$ cat src/rtl/srrd_pkg.sv
// Shared types and constants of the sprite row run decoder.
package srrd_pkg;

  localparam int unsigned MaxWidth    = 2048;
  localparam int unsigned RowTotalMax = 2048;

  localparam logic CfgRowWidth = 1'b0;
  localparam logic CfgRowTotal = 1'b1;

  localparam logic KindRun   = 1'b0;
  localparam logic KindPixel = 1'b1;

  // One queue entry: the results caused by one input word.
  typedef struct packed {
    logic        kind;
    logic [11:0] len;
    logic [15:0] word;
    logic        rdone;
    logic        idone;
    logic        ov;
    logic        second;     // a trailing fill run follows the first result
    logic [11:0] fill_len;
    logic        fill_idone;
  } cmd_t;

endpackage

$ cat src/rtl/sprite_row_run_decoder_top.sv
// Sprite row run decoder: RGB565 run-length sprite body to runs and RGB888 pixels.
//
// Input channel: one 16-bit body word per beat (data_word_i, in_valid_i, in_ready_o).
// Output channel: one result per beat, either a transparent run (kind_o = 0,
// run_length_o pixels) or one coloured pixel (kind_o = 1, run_length_o = 1),
// with row_done_o, image_done_o and overrun_o flags.
// Configuration: cfg_we_i writes row width (index 0) or rows per image (index 1);
// write only while the decoder is idle.
// Path: the results of an accepted word are written into the command queue and then
// loaded into the output register, from which the receiver takes them.
// Throughput: one word per cycle while the command queue is not full; a word that
// closes a row with a trailing filler run yields two beats in the output register.
// Words that cause no result (row codes, zero counts) put no entry in the queue.
// A command queue of QUEUE_DEPTH entries sits between the row parser and the
// output register; in_ready_o drops only when that queue is full.
// Reset: parser returns to expecting a row code, the row count clears,
// queue and output register empty; row width and rows per image return to 1.
// Receiver stall: the output beat holds, the queue fills, then input stalls.
module sprite_row_run_decoder_top
  import srrd_pkg::*;
#(
  parameter int unsigned QUEUE_DEPTH = 4
) (
  input  logic        clk_i,
  input  logic        rst_ni,
  input  logic        cfg_we_i,
  input  logic        cfg_index_i,
  input  logic [11:0] cfg_data_i,
  input  logic        in_valid_i,
  output logic        in_ready_o,
  input  logic [15:0] data_word_i,
  output logic        out_valid_o,
  input  logic        out_ready_i,
  output logic        kind_o,
  output logic [11:0] run_length_o,
  output logic [7:0]  red_o,
  output logic [7:0]  green_o,
  output logic [7:0]  blue_o,
  output logic        row_done_o,
  output logic        image_done_o,
  output logic        overrun_o
);

  logic push, full, pop, q_valid;
  cmd_t push_cmd, head;

  srrd_front u_front (
    .clk_i       (clk_i),
    .rst_ni      (rst_ni),
    .cfg_we_i    (cfg_we_i),
    .cfg_index_i (cfg_index_i),
    .cfg_data_i  (cfg_data_i),
    .data_word_i (data_word_i),
    .in_valid_i  (in_valid_i),
    .in_ready_o  (in_ready_o),
    .q_full_i    (full),
    .push_o      (push),
    .cmd_o       (push_cmd)
  );

  srrd_queue #(
    .DEPTH (QUEUE_DEPTH)
  ) u_queue (
    .clk_i      (clk_i),
    .rst_ni     (rst_ni),
    .push_i     (push),
    .push_cmd_i (push_cmd),
    .full_o     (full),
    .pop_i      (pop),
    .valid_o    (q_valid),
    .head_o     (head)
  );

  srrd_back u_back (
    .clk_i        (clk_i),
    .rst_ni       (rst_ni),
    .q_valid_i    (q_valid),
    .q_head_i     (head),
    .q_pop_o      (pop),
    .out_valid_o  (out_valid_o),
    .out_ready_i  (out_ready_i),
    .kind_o       (kind_o),
    .run_length_o (run_length_o),
    .red_o        (red_o),
    .green_o      (green_o),
    .blue_o       (blue_o),
    .row_done_o   (row_done_o),
    .image_done_o (image_done_o),
    .overrun_o    (overrun_o)
  );

endmodule

$ cat src/rtl/srrd_front.sv
// Front end: accepts body words, tracks row state and builds result commands.
module srrd_front
  import srrd_pkg::*;
(
  input  logic        clk_i,
  input  logic        rst_ni,
  input  logic        cfg_we_i,
  input  logic        cfg_index_i,
  input  logic [11:0] cfg_data_i,
  input  logic [15:0] data_word_i,
  input  logic        in_valid_i,
  output logic        in_ready_o,
  input  logic        q_full_i,
  output logic        push_o,
  output cmd_t        cmd_o
);

  typedef enum logic [2:0] {PhCode, PhFull, PhSpace, PhPcount, PhPixels} phase_e;

  phase_e      phase_q, phase_d;
  logic [15:0] sets_q, sets_d;
  logic [11:0] pixels_q, pixels_d;
  logic [11:0] covered_q, covered_d;
  logic [10:0] rows_q, rows_d;
  logic [11:0] row_width_q, row_total_q;

  logic        accept;
  logic [11:0] eff_w, eff_total, room, cnt, pixels_dec;
  logic [15:0] sets_dec;
  logic        ov, img;
  logic [10:0] rows_fin;

  assign in_ready_o = !q_full_i;
  assign accept     = in_valid_i && in_ready_o;

  always_comb begin
    if (row_width_q == 12'd0) begin
      eff_w = 12'd1;
    end else if ({1'b0, row_width_q} > 13'(MaxWidth)) begin
      eff_w = 12'(MaxWidth);
    end else begin
      eff_w = row_width_q;
    end
    if (row_total_q == 12'd0) begin
      eff_total = 12'd1;
    end else if ({1'b0, row_total_q} > 13'(RowTotalMax)) begin
      eff_total = 12'(RowTotalMax);
    end else begin
      eff_total = row_total_q;
    end
    room       = (eff_w > covered_q) ? (eff_w - covered_q) : 12'd0;
    ov         = data_word_i > {4'd0, room};
    cnt        = ov ? room : data_word_i[11:0];
    img        = ({1'b0, rows_q} + 12'd1) >= eff_total;
    rows_fin   = img ? 11'd0 : (rows_q + 11'd1);
    pixels_dec = (pixels_q != 12'd0) ? (pixels_q - 12'd1) : 12'd0;
    sets_dec   = (sets_q != 16'd0) ? (sets_q - 16'd1) : 16'd0;
  end

  always_comb begin
    phase_d   = phase_q;
    sets_d    = sets_q;
    pixels_d  = pixels_q;
    covered_d = covered_q;
    rows_d    = rows_q;
    push_o    = 1'b0;
    cmd_o     = '{kind: KindRun, len: 12'd0, word: data_word_i, rdone: 1'b0,
                  idone: 1'b0, ov: 1'b0, second: 1'b0, fill_len: 12'd0,
                  fill_idone: 1'b0};
    if (accept) begin
      case (phase_q)
        PhCode: begin
          if (data_word_i == 16'd0) begin
            push_o      = 1'b1;
            cmd_o.len   = eff_w;
            cmd_o.rdone = 1'b1;
            cmd_o.idone = img;
            rows_d      = rows_fin;
            covered_d   = 12'd0;
            pixels_d    = 12'd0;
            sets_d      = 16'd0;
          end else if (data_word_i == 16'd1) begin
            pixels_d = eff_w;
            phase_d  = PhFull;
          end else begin
            sets_d    = data_word_i - 16'd1;
            covered_d = 12'd0;
            phase_d   = PhSpace;
          end
        end
        PhFull: begin
          push_o     = 1'b1;
          cmd_o.kind = KindPixel;
          cmd_o.len  = 12'd1;
          pixels_d   = pixels_dec;
          if (pixels_dec == 12'd0) begin
            cmd_o.rdone = 1'b1;
            cmd_o.idone = img;
            rows_d      = rows_fin;
            phase_d     = PhCode;
            covered_d   = 12'd0;
            sets_d      = 16'd0;
          end
        end
        PhSpace: begin
          covered_d = covered_q + cnt;
          phase_d   = PhPcount;
          push_o    = (cnt != 12'd0) || ov;
          cmd_o.len = cnt;
          cmd_o.ov  = ov;
        end
        PhPcount: begin
          covered_d = covered_q + cnt;
          if (cnt != 12'd0) begin
            pixels_d = cnt;
            phase_d  = PhPixels;
            push_o   = ov;
            cmd_o.ov = ov;
          end else if (sets_dec == 16'd0) begin
            // last set held no pixels: fill the rest of the row
            push_o      = 1'b1;
            cmd_o.len   = room;
            cmd_o.rdone = 1'b1;
            cmd_o.idone = img;
            cmd_o.ov    = ov;
            rows_d      = rows_fin;
            phase_d     = PhCode;
            covered_d   = 12'd0;
            pixels_d    = 12'd0;
            sets_d      = 16'd0;
          end else begin
            sets_d   = sets_dec;
            phase_d  = PhSpace;
            push_o   = ov;
            cmd_o.ov = ov;
          end
        end
        PhPixels: begin
          push_o     = 1'b1;
          cmd_o.kind = KindPixel;
          cmd_o.len  = 12'd1;
          pixels_d   = pixels_dec;
          if (pixels_dec == 12'd0) begin
            if (sets_dec != 16'd0) begin
              sets_d  = sets_dec;
              phase_d = PhSpace;
            end else begin
              if (room == 12'd0) begin
                cmd_o.rdone = 1'b1;
                cmd_o.idone = img;
              end else begin
                cmd_o.second     = 1'b1;
                cmd_o.fill_len   = room;
                cmd_o.fill_idone = img;
              end
              rows_d    = rows_fin;
              phase_d   = PhCode;
              covered_d = 12'd0;
              sets_d    = 16'd0;
            end
          end
        end
        default: begin
          phase_d = PhCode;
        end
      endcase
    end
  end

  always_ff @(posedge clk_i or negedge rst_ni) begin
    if (!rst_ni) begin
      phase_q     <= PhCode;
      sets_q      <= 16'd0;
      pixels_q    <= 12'd0;
      covered_q   <= 12'd0;
      rows_q      <= 11'd0;
      row_width_q <= 12'd1;
      row_total_q <= 12'd1;
    end else begin
      phase_q   <= phase_d;
      sets_q    <= sets_d;
      pixels_q  <= pixels_d;
      covered_q <= covered_d;
      rows_q    <= rows_d;
      if (cfg_we_i) begin
        case (cfg_index_i)
          CfgRowWidth: row_width_q <= cfg_data_i;
          CfgRowTotal: row_total_q <= cfg_data_i;
          default:     row_width_q <= row_width_q;
        endcase
      end
    end
  end

endmodule

$ cat src/rtl/srrd_queue.sv
// Short command queue between the front end and the output stage.
module srrd_queue
  import srrd_pkg::*;
#(
  parameter int unsigned DEPTH = 4
) (
  input  logic clk_i,
  input  logic rst_ni,
  input  logic push_i,
  input  cmd_t push_cmd_i,
  output logic full_o,
  input  logic pop_i,
  output logic valid_o,
  output cmd_t head_o
);

  localparam int unsigned PtrW = (DEPTH > 1) ? $clog2(DEPTH) : 1;
  localparam int unsigned CntW = $clog2(DEPTH + 1);

  cmd_t            entry_q [DEPTH];
  logic [PtrW-1:0] wr_ptr_q, rd_ptr_q;
  logic [CntW-1:0] count_q;

  assign full_o  = count_q == CntW'(DEPTH);
  assign valid_o = count_q != '0;
  assign head_o  = entry_q[rd_ptr_q];

  always_ff @(posedge clk_i) begin
    if (push_i) begin
      entry_q[wr_ptr_q] <= push_cmd_i;
    end
  end

  always_ff @(posedge clk_i or negedge rst_ni) begin
    if (!rst_ni) begin
      wr_ptr_q <= '0;
      rd_ptr_q <= '0;
      count_q  <= '0;
    end else begin
      if (push_i) begin
        wr_ptr_q <= (wr_ptr_q == PtrW'(DEPTH - 1)) ? '0 : wr_ptr_q + 1'b1;
      end
      if (pop_i) begin
        rd_ptr_q <= (rd_ptr_q == PtrW'(DEPTH - 1)) ? '0 : rd_ptr_q + 1'b1;
      end
      case ({push_i, pop_i})
        2'b10:   count_q <= count_q + 1'b1;
        2'b01:   count_q <= count_q - 1'b1;
        default: count_q <= count_q;
      endcase
    end
  end

endmodule

$ cat src/rtl/srrd_back.sv
// Output stage: expands commands into result beats and holds them for the receiver.
module srrd_back
  import srrd_pkg::*;
(
  input  logic        clk_i,
  input  logic        rst_ni,
  input  logic        q_valid_i,
  input  cmd_t        q_head_i,
  output logic        q_pop_o,
  output logic        out_valid_o,
  input  logic        out_ready_i,
  output logic        kind_o,
  output logic [11:0] run_length_o,
  output logic [7:0]  red_o,
  output logic [7:0]  green_o,
  output logic [7:0]  blue_o,
  output logic        row_done_o,
  output logic        image_done_o,
  output logic        overrun_o
);

  logic        valid_q, pend_q, pend_idone_q;
  logic [11:0] pend_len_q;
  logic        kind_q, rdone_q, idone_q, ov_q;
  logic [11:0] len_q;
  logic [7:0]  red_q, green_q, blue_q;
  logic        load;

  assign load    = !valid_q || out_ready_i;
  assign q_pop_o = load && !pend_q && q_valid_i;

  always_ff @(posedge clk_i or negedge rst_ni) begin
    if (!rst_ni) begin
      valid_q <= 1'b0;
      pend_q  <= 1'b0;
    end else if (load) begin
      if (pend_q) begin
        valid_q <= 1'b1;
        pend_q  <= 1'b0;
      end else begin
        valid_q <= q_valid_i;
        pend_q  <= q_valid_i && q_head_i.second;
      end
    end
  end

  always_ff @(posedge clk_i) begin
    if (load) begin
      if (pend_q) begin
        // second beat: the filler run that closes the row
        kind_q  <= KindRun;
        len_q   <= pend_len_q;
        red_q   <= 8'd0;
        green_q <= 8'd0;
        blue_q  <= 8'd0;
        rdone_q <= 1'b1;
        idone_q <= pend_idone_q;
        ov_q    <= 1'b0;
      end else if (q_valid_i) begin
        kind_q       <= q_head_i.kind;
        len_q        <= q_head_i.len;
        red_q        <= (q_head_i.kind == KindPixel) ? {q_head_i.word[15:11], 3'b000} : 8'd0;
        green_q      <= (q_head_i.kind == KindPixel) ? {q_head_i.word[10:5], 2'b00} : 8'd0;
        blue_q       <= (q_head_i.kind == KindPixel) ? {q_head_i.word[4:0], 3'b000} : 8'd0;
        rdone_q      <= q_head_i.rdone;
        idone_q      <= q_head_i.idone;
        ov_q         <= q_head_i.ov;
        pend_len_q   <= q_head_i.fill_len;
        pend_idone_q <= q_head_i.fill_idone;
      end
    end
  end

  assign out_valid_o  = valid_q;
  assign kind_o       = kind_q;
  assign run_length_o = len_q;
  assign red_o        = red_q;
  assign green_o      = green_q;
  assign blue_o       = blue_q;
  assign row_done_o   = rdone_q;
  assign image_done_o = idone_q;
  assign overrun_o    = ov_q;

endmodule

$ cat config.mk
export PLATFORM = sky130hd
export DESIGN_NAME = sprite_row_run_decoder_top
export DESIGN_NICKNAME = d
export VERILOG_FILES = /design/src/rtl/srrd_pkg.sv /design/src/rtl/sprite_row_run_decoder_top.sv /design/src/rtl/srrd_front.sv /design/src/rtl/srrd_queue.sv /design/src/rtl/srrd_back.sv
export SDC_FILE = /design/constraint.sdc
export NUM_CORES = 1
export LEC_CHECK = 0
export BUFFER_PORTS_ARGS = -buffer_cell sky130_fd_sc_hd__buf_2
export CAP_MARGIN = 20
export CORE_AREA = 2 2 206 208
export DETAILED_ROUTE_END_ITERATION = 8
export DIE_AREA = 0 0 208 210
export PLACE_DENSITY_LB_ADDON = 0.2
export SYNTH_ARGS = -nofsm -noshare
export SYNTH_HDL_FRONTEND = slang
export SYNTH_SLANG_ARGS = --single-unit
$ cat constraint.sdc
create_clock -name clk_i -period 6.3 [get_ports clk_i]
set_clock_uncertainty 0.2 [all_clocks]
set_input_delay 1.26 -clock clk_i [delete_from_list [all_inputs] [get_ports clk_i]]
set_output_delay 1.26 -clock clk_i [all_outputs]
set_load 0.05 [all_outputs]
* Yosys cells after proc, flatten, opt, wreduce, memory -nomap -nowiden *
Memories as Yosys holds them, arrays and structs flattened.
Cells that the tools add are included.

word-level totals
  register bits after elaboration = 140
  RAM bits = 184
  input port bits = 34
  output and inout port bits = 42
  word-level logic and storage cells = 188
  memories = 1

memories
  name             words  bits a word  read ports  clocked after Yosys merged registers in  write ports  line              text
  u_queue.entry_q  4      46           1           0                                        1            srrd_queue.sv:20  cmd_t entry_q [DEPTH];

operators by class
  add/sub/neg operators = 11
  magnitude comparators = 5
  equality and inequality tests = 20
  multiplexer cells = 90
  bitwise logic cells = 2
  reduce and logical (&&, ||, !) cells = 37

operator list
  kind                   number
  $mux 12                23
  $mux 16                8
  $mux 11                7
  $pmux 16 s4            1
  $pmux 12 s5            1
  $mux 14                4
  $logic_not 12->1       4
  $mux 8                 6
  $pmux 12 s4            1
  $pmux 11 s4            1
  $pmux 12 s3            1
  $logic_not 16->1       2
  $reduce_bool 16->1     2
  $sub 16x1->16 const B  2
  $gt 12x12->1 const B   2
  $mux 2                 12
  $reduce_bool 12->1     2
  $mux 17                1
  $eq 16x1->1 const B    1
  $gt 16x12->1           1
  $mux 1                 15
  $pmux 3 s5             1
  $mux 13                1
  $add 11x1->12 const B  1
  other kinds (37)       65

* Logic depth before layout (Yosys ltp) *
Gate-level depths: netlist of the first run.

  depth after elaboration = 13
  mapped depth = 37
  gate-level depth less buffers = 34

* Modules after synthesis *
From an unflattened synthesis of the first run, not the netlist that was laid out.

second synthesis, totals
  cell total of the unflattened synthesis = 1256
  area total of the unflattened synthesis = 15986.6 um2

by module, submodules not included
  module      times used  cells an instance  area an instance (um2)
  srrd_front  1           880                7105.6
  srrd_queue  1           275                7041.8
  srrd_back   1           101                1839.3

* Worst setup path after synthesis of the first run *
Ideal clock, no wire load.

  path kind = register -> register
  start point = register u_front.row_width_q[4]
  end point = register u_front.covered_q[10]
  arrival time = 6.236 ns
  slack = -0.271 ns
  stages on the path, launching flop included = 35
  clock period less this slack = 6.571 ns
  cells stage by stage = dfrtp_1 -> nor4_1 -> a31oi_1 -> nor2_1 -> inv_1 -> ha_1 -> inv_1 -> ha_1 -> or3_1 -> o22a_1 -> nand4_1 -> and3_1 -> nor2_1 -> clkbuf_1 -> and2_1 -> inv_1 -> ha_1 -> o21a_1 -> o211ai_1 -> a21oi_1 -> o21ai_0 -> nand2_1 -> clkbuf_1 -> clkbuf_1 -> mux2_2 -> ha_1 -> nor2b_1 -> o21ai_0 -> a21boi_0 -> o21ai_0 -> nand2b_1 -> a31oi_1 -> mux2i_1 -> a2111oi_0 -> o31ai_1

on the way
  cells in the longest elaborated chain, start to end = 11
  elaborated cells between the ends (all ways) = 14

ends and longest elaborated chain
  item                                                   line                                  text
  start, declared                                        srrd_front.sv:25                      logic [11:0] row_width_q, row_total_q;
  start signal, assigned                                 srrd_front.sv:187                     CfgRowWidth: row_width_q <= cfg_data_i;
  start signal, assigned                                 srrd_front.sv:189                     default: row_width_q <= row_width_q;
  $gt 12x12->1                                           srrd_front.sv:39                      end else if ({1'b0, row_width_q} > 13'(MaxWidth)) begin
  $mux 12                                                srrd_front.sv:39
  $mux 12 (*)                                            srrd_front.sv:37                      if (row_width_q == 12'd0) begin
  $sub 12x12->12 / $gt 12x12->1 (equally long branches)  srrd_front.sv:51                      room = (eff_w > covered_q) ? (eff_w - covered_q) : 12'd0;
  $mux 12 (*)                                            srrd_front.sv:51
  $gt 16x12->1                                           srrd_front.sv:52                      ov = data_word_i > {4'd0, room};
  $mux 12 (*)                                            srrd_front.sv:53                      cnt = ov ? room : data_word_i[11:0];
  $add 12x12->12                                         srrd_front.sv:106, srrd_front.sv:113
  $mux 12                                                srrd_front.sv:119                     end else if (sets_dec == 16'd0) begin
  $mux 12                                                srrd_front.sv:114                     if (cnt != 12'd0) begin
  $pmux 12 s5 (*)                                        srrd_front.sv:71                      case (phase_q)
  end signal, assigned                                   srrd_front.sv:183                     covered_q <= covered_d;
  end, declared                                          srrd_front.sv:23                      logic [11:0] covered_q, covered_d;

Every way passes the cells marked *; elsewhere a longest branch is shown, timed or not.
A chain may end at the register's enable or synchronous reset.

* Final worst setup path of the first run *
  start point = register u_front.row_width_q[4]
  end point = register u_front.covered_q[8]

The elaborated chain is that of the path after synthesis.

==> summary.txt, run 1 <==
Status: finished, final reports clean
Combinational power share: 0.494
Final Non-Filler Cells: 2,080
Nets: 1,608
Flop pwr share: 0.310
Post-synth EDFFs: 229
Cell leakage power: 7.54 nW
Synth warnings: 0
Async SR Flop Fraction: 0.275
Pin count of the biggest net entering global routing: 64
Antenna diode instance count: 0
Hold Vio Cnt, Final: 0
Place WS: -345 ps
Ports: 76
Crit-path leading delay family: simple AND/OR/NAND/NOR gates
Required time worst endpoint: 6530 ps
FF-to-FF End: u_front.covered_q[8]
Vias per cell: 5.57
Sw power: 4.30 mW
Core box area: 41,500 um^2
Worst-Margin Slew: 1050 ps
Routed vias: 11,585
Clk pwr share: 0.196
CP endpoint kind: flop
CP max stage cell: dfrtp_1
Cell variety after synth: 80
Die area: 43,700 um^2
CTS Buf Count: 36
RePlAce Congestion: 0.920
R2r worst-path depth: 37
Pwr Density: 547 nW/um^2
Die height: 210 um
Worst hold path class: flop to flop
Largest stage delay, worst path: 390 ps
Slew headroom: 0.299
Sw Share: 0.397
Setup crit start kind: flop
Drt wl/cell: 21.0 um
Setup WS post-layout: 366 ps
Area grow syn2layout: 20.1%
Crit-path max FO: 5
Pre-antenna DRT Iters: 6
CTS tree: done
Layout cells sized above 1: 0.284
Register area share after synthesis: 0.550
CP bufs+invs: 8
Multi-input logic area: 7060 um^2
Starting Density: 0.397
Total GRT Usage: 0.201
Antenna Nets Post-Route: 0
Total gr overflow: 0
Row count: 75
Post-synth top flop: edfxtp_1
Peak VDD IR: 0.256 mV
DRC: 0
Max Slew Vio Count: 0
Flops & latches, synth: 316
Routed WL: 43,700 um
Depth of the CTS H-tree: 2
Synthesized area: 16,500 um^2
Hold Buf Count CTS: 0
Clock transition at the registers of the reported paths: 60 ps
Dpl cells: 2,000
Max Clock Freq: 169 MHz
Mapped Cells: 1,318
PortBufs: 67
Initial antenna violation count: 0
# fillers: 3,777
R2r startpoint: u_front.row_width_q[4]
DP HPWL: 31,200 um
Worst skew pair latency: 550 ps
Final period utilization: 0.942
Vias in the first global route: 11,572
Max_cap viols: 0
Hold_sp: u_front.covered_q[4]
Clock root cell: clkbuf_16
Worst setup path start: u_front.row_width_q[4]
Initial drt markers: 901
Max Root-Sink Buffers: 3
Endpoints failing setup: 0
Post-layout util: 0.477
Global-route wire length before repair: 68,000 um
R2R Setup Slk: 370 ps
Reg area: 9060 um^2
Syn Area/Cell: 12.5 um^2
Hold Path End: u_front.covered_q[4]
Tmin final: 5930 ps
Worst Path Arrival: 6160 ps
Int Power: 6.53 mW
WHS Path Cells: 2
WS Path Type: flop to flop
Overall power: 10.8 mW
Clk sinks: 316
Die W: 208 um
## area by class of cell
| class | instances | area share |
|---|---|---|
| Sequential cell | 316 | 0.458 |
| Multi-Input combinational cell | 877 | 0.357 |
| Timing Repair Buffer | 220 | 0.0787 |
| Clock buffer | 50 | 0.0502 |
| Tap cell | 539 | 0.0341 |
| Inverter | 62 | 0.0118 |
| Clock inverter | 16 | 0.0104 |
## cells in the mapped netlist, types with 8 or more instances
cell,instances,area share
o22ai_1,11,0.0042
and3_1,8,0.0030
and2_1,19,0.0072
nor3_1,35,0.011
mux2_2,58,0.040
buf_4,9,0.0041
a21o_1,11,0.0050
nand4_1,10,0.0038
mux4_2,46,0.063
nor4_1,14,0.0053
a21oi_1,47,0.014
inv_1,62,0.014
clkbuf_1,46,0.010
xor2_1,16,0.0085
nor2_1,83,0.019
o211ai_1,15,0.0068
o31ai_1,20,0.0091
xnor2_1,27,0.014
nand3_1,34,0.010
buf_2,8,0.0024
a31oi_1,10,0.0038
a22oi_1,9,0.0041
nand2_1,79,0.018
o41ai_1,11,0.0058
a22o_1,13,0.0069
nor2b_1,39,0.015
dfrtp_1,85,0.13
nand2b_1,15,0.0057
o21ai_0,45,0.014
ha_1,59,0.045
edfxtp_1,229,0.42
mux2i_1,16,0.0097
## worst max path at each step
stage | end | slack [ps] | depth (start not counted)
after floorplan | u_front.covered_q[10] | 4 | 33
after global placement | u_front.covered_q[10] | -220 | 33
after detailed placement | u_front.covered_q[10] | -340 | 34
after CTS | u_front.covered_q[11] | 0.5 | 33
after global routing | u_front.covered_q[8] | -50 | 33
final | u_front.covered_q[8] | 370 | 37
## sequential cells by signal, summed over array words and instances (netlist names), 5 cells and up
signal,flops
u_front.row_width_q,12
u_back.run_length_o,12
u_back.blue_o,5
u_back.pend_len_q,12
u_front.row_total_q,12
u_back.red_o,5
u_front.pixels_q,12
u_front.rows_q,11
u_front.covered_q,12
u_queue.entry_q,184
u_front.sets_q,16
u_back.green_o,6
## tightest hold or removal path, delay by kind of cell, from the launching register on
kind,cells,cell delay [ps]
AO/OA/AOI/OAI,1,50
flip-flops,1,380
AND/OR/NAND/NOR,1,60
## logic make-up (layout without fill, tap and decap cells)
group / Yosys count / count (layout) / share of synthesized area
simple gates: 382 / 382 / 0.120
flops: 316 / 316 / 0.550
compound gates: 257 / 257 / 0.110
buf+inv: 132 / 348 / 0.0332
mux: 124 / 124 / 0.116
fa+ha+maj: 63 / 63 / 0.0485
xor+xnor: 43 / 43 / 0.0229
other cells: 1 / 8 / 0.000228
## placed cells by master (no fill, tap or decap), types with 11 or more instances in the layout
| cell | instances |
|---|---|
| o31ai_1 | 20 |
| nand2_1 | 78 |
| mux2_2 | 58 |
| xnor2_1 | 26 |
| ha_1 | 56 |
| nor2b_1 | 38 |
| nor3_1 | 32 |
| buf_2 | 66 |
| a21o_1 | 11 |
| xor2_1 | 15 |
| mux4_2 | 46 |
| a22o_1 | 13 |
| and2_1 | 13 |
| o21ai_0 | 38 |
| inv_1 | 61 |
| mux2i_1 | 16 |
| nor2_1 | 80 |
| a21oi_1 | 46 |
| nand3_1 | 34 |
| clkbuf_16 | 36 |
| nor4_1 | 12 |
| o211ai_1 | 15 |
| o22ai_1 | 11 |
| buf_4 | 147 |
| edfxtp_1 | 229 |
| nand2b_1 | 15 |
| dfrtp_1 | 83 |
## power by group through the flow
stage               registers (mW)  logic (mW)  clock network, mW
floorplan                     3.57        3.15                  0
global placement              3.38        5.16                  0
detailed placement            3.39        5.16                  0
CTS                           3.36        5.24               2.18
global route                  3.43        5.82               2.26
finish                        3.35        5.35               2.12
## routing by layer
metal,vias to the layer above,wire length (um),global-route usage
met3,61,1960,0.0296
met5,-,0,0
li1,5421,-,-
met2,331,21100,0.333
met4,0,1080,0.0621
met1,5772,19600,0.274
## what timing repair did
action,in CTS,in global routing
buffers inserted,10,4
endpoints found under the setup margin,3,100
pin swaps,14,20
gates resized for setup,18,25
## through the flow
stage / hold slack, ps / cell area, um^2 / setup TNS (ps)
after floorplan: 266 / 16500 / 0
after global placement: 277 / 18300 / -368
after detailed placement: 309 / 18300 / -740
after CTS: 306 / 19700 / 0
after global routing: 333 / 19800 / -79.1
final: 321 / 19800 / 0
Note: power is estimated with default switching activity, not from simulation.
==> run 2, diff against run 1 <==
==> constraint.sdc (replaced) <==
create_clock -name clk_i -period 6.3 [get_ports clk_i]
set_clock_uncertainty 0.2 [all_clocks]
set_input_delay 0.315 -clock clk_i [delete_from_list [all_inputs] [get_ports clk_i]]
set_output_delay 0.315 -clock clk_i [all_outputs]
set_load 0.05 [all_outputs]
==> run 2 against run 1 <==
Net effect: global-route usage is essentially flat; core utilization grew 0.85 points; clock power grew 2%; count of clock-buffer cells in the layout shrank 4; combinational power grew 2%; fmax grew 0.23%.
==> summary.txt, run 2 (synthesis results as in run 1) <==
Status: finished, final reports clean
Total GRT Usage: 0.201 (-0.000373)
Core box area: 41,500 um^2 (unchanged)
Post-layout util: 0.486 (+0.00854)
Nets: 1,621 (+0.81%)
Ports: 76 (unchanged)
Row count: 75 (unchanged)
Die height: 210 um (unchanged)
Final Non-Filler Cells: 2,093 (+0.63%)
Layout cells sized above 1: 0.287 (+0.00296)
Crit-path max FO: 5 (unchanged)
Dpl cells: 1,986 (-0.70%)
Pin count of the biggest net entering global routing: 65 (+1.6%)
CTS tree: done
Antenna Nets Post-Route: 0 (unchanged)
Die W: 208 um (unchanged)
Final TNS setup: 0 ps (unchanged)
RSZ-0062 raised after global routing: yes
Required time worst endpoint: 6540 ps (about the same)
Depth of the CTS H-tree: 2 (unchanged)
Max Slew Vio Count: 0 (unchanged)
Clock transition at the registers of the reported paths: 60 ps (about the same)
Drt wl/cell: 20.7 um (-1.5%)
Pre-antenna DRT Iters: 7 (+1)
Leading cell type in the layout, fill and taps excluded: edfxtp_1
Biggest register: u_queue.entry_q
Place WS: -329 ps (+15.6 ps)
Worst-Margin Slew: 1050 ps (-2.53 ps)
Slew headroom: 0.300 (+0.00170)
Max reg flops: 184 (unchanged)
Max Clock Freq: 169 MHz (+0.23%)
Pwr Density: 543 nW/um^2 (-0.75%)
Worst skew pair latency: 550 ps (about the same)
Cell leakage power: 7.60 nW (+0.81%)
Setup WS post-layout: 380 ps (+13.8 ps)
Starting Density: 0.397 (unchanged)
Regs by FF count: u_queue.entry_q (184), u_front.sets_q (16)
Final hold slack: 32.4 ps (-289 ps)
Clock root cell: clkbuf_16
Clk sinks: 316 (unchanged)
Largest stage delay, worst path: 370 ps (-20 ps)
Routed WL: 43,400 um (-0.84%)
Die area: 43,700 um^2 (unchanged)
# fillers: 3,709 (-1.8%)
DP HPWL: 30,000 um (-3.7%)
Tmin final: 5920 ps (-13.8 ps)
Worst Path Arrival: 6160 ps (about the same)
Setup crit start kind: flop
PortBufs: 67 (unchanged)
Initial antenna violation count: 1 (+1)
Final period utilization: 0.940 (-0.00219)
RePlAce Congestion: 0.911 (-0.89%)
CP endpoint kind: flop
CP max stage cell: dfrtp_1
Endpoints failing setup: 0 (unchanged)
Dpl cell area: 18,200 um^2 (-0.64%)
Global-route wire length before repair: 68,300 um (+0.43%)
Peak VDD IR: 0.237 mV (-7.4%)
Worst hold path class: input port to async pin
Max Root-Sink Buffers: 3 (unchanged)
Vias in the first global route: 11,758 (+1.6%)
CP most frequent cell: ha_4
Initial drt markers: 799 (-11%)
Routed vias: 11,615 (+0.26%)
Hold Vio Cnt, Final: 0 (unchanged)
CTS Buf Count: 37 (+2.8%)
Commonest cells after routing, fill and taps aside: edfxtp_1, buf_4, dfrtp_1, nor2_1, nand2_1
Max_cap viols: 0 (unchanged)
Vias per cell: 5.55 (-0.36%)
Area grow syn2layout: 22.3%
WS Path Type: flop to flop
Overall power: 10.9 mW (+1.0%)
Total gr overflow: 0 (unchanged)
DRC: 0 (unchanged)
Design area: 20,100 um^2 (+1.8%)
-- run 2: path summary, 6_finish.rpt --
path,start,endpoint,slack (ps),depth (start not counted)
hold / removal,rst_ni,u_front.row_width_q[6],30,2
setup reg to reg,u_front.row_width_q[2],u_front.covered_q[10],380,31
hold reg to reg,u_front.covered_q[11],u_front.covered_q[11],290,2
max in group asynchronous,rst_ni,u_front.phase_q[0],4610,3
setup / recovery,u_front.row_width_q[2],u_front.covered_q[10],380,31
min in group clk_i,in_valid_i,u_front.phase_q[1],120,3
-- run 2: routing by layer --
| layer | GRT usage | routed length, um | up-vias | part of all wire |
|---|---|---|---|---|
| met5 | 0 | 0 | - | 0 |
| li1 | - | - | 5466 | - |
| met1 | 0.274 | 19700 | 5808 | 0.46 |
| met3 | 0.0258 | 1730 | 51 | 0.040 |
| met2 | 0.336 | 20900 | 290 | 0.48 |
| met4 | 0.0587 | 949 | 0 | 0.022 |
-- run 2: final cells by class --
class	instances	area [um^2]	share of cell area
clock inverters	20	230	0.0114
clock buffers	46	991	0.0492
multi-input cells	877	7220	0.359
diodes	1	2.50	0.000124
well taps	539	674	0.0335
flip-flops and latches	316	9060	0.450
repair buffers	232	1720	0.0855
inverters	62	235	0.0117
-- run 2: power by group --
part	leakage [nW]	switching, mW	internal (mW)
sequential	3.23	0.385	2.95
combinational	3.78	3.08	2.35
clock	0.587	0.871	1.29
-- run 2: what timing repair did --
action                                 4_1_cts  5_1_grt
endpoints found under the hold margin      113        0
hold buffers                                30        0
pin swaps                                    7       26
setup endpoints to repair                    4      193
setup buffers                                7        3
resized for setup                           23       52
-- run 2: critical path: cells and delay by family (launching register included) --
kind | cells | cell delay, ps
multiplexers | 2 | 570
XOR/XNOR | 1 | 210
AND/OR/NAND/NOR | 7 | 1070
buffers and inverters | 5 | 440
adder cells (fa/ha/maj) | 4 | 690
AO/OA/AOI/OAI | 12 | 2240
flip-flops | 1 | 370
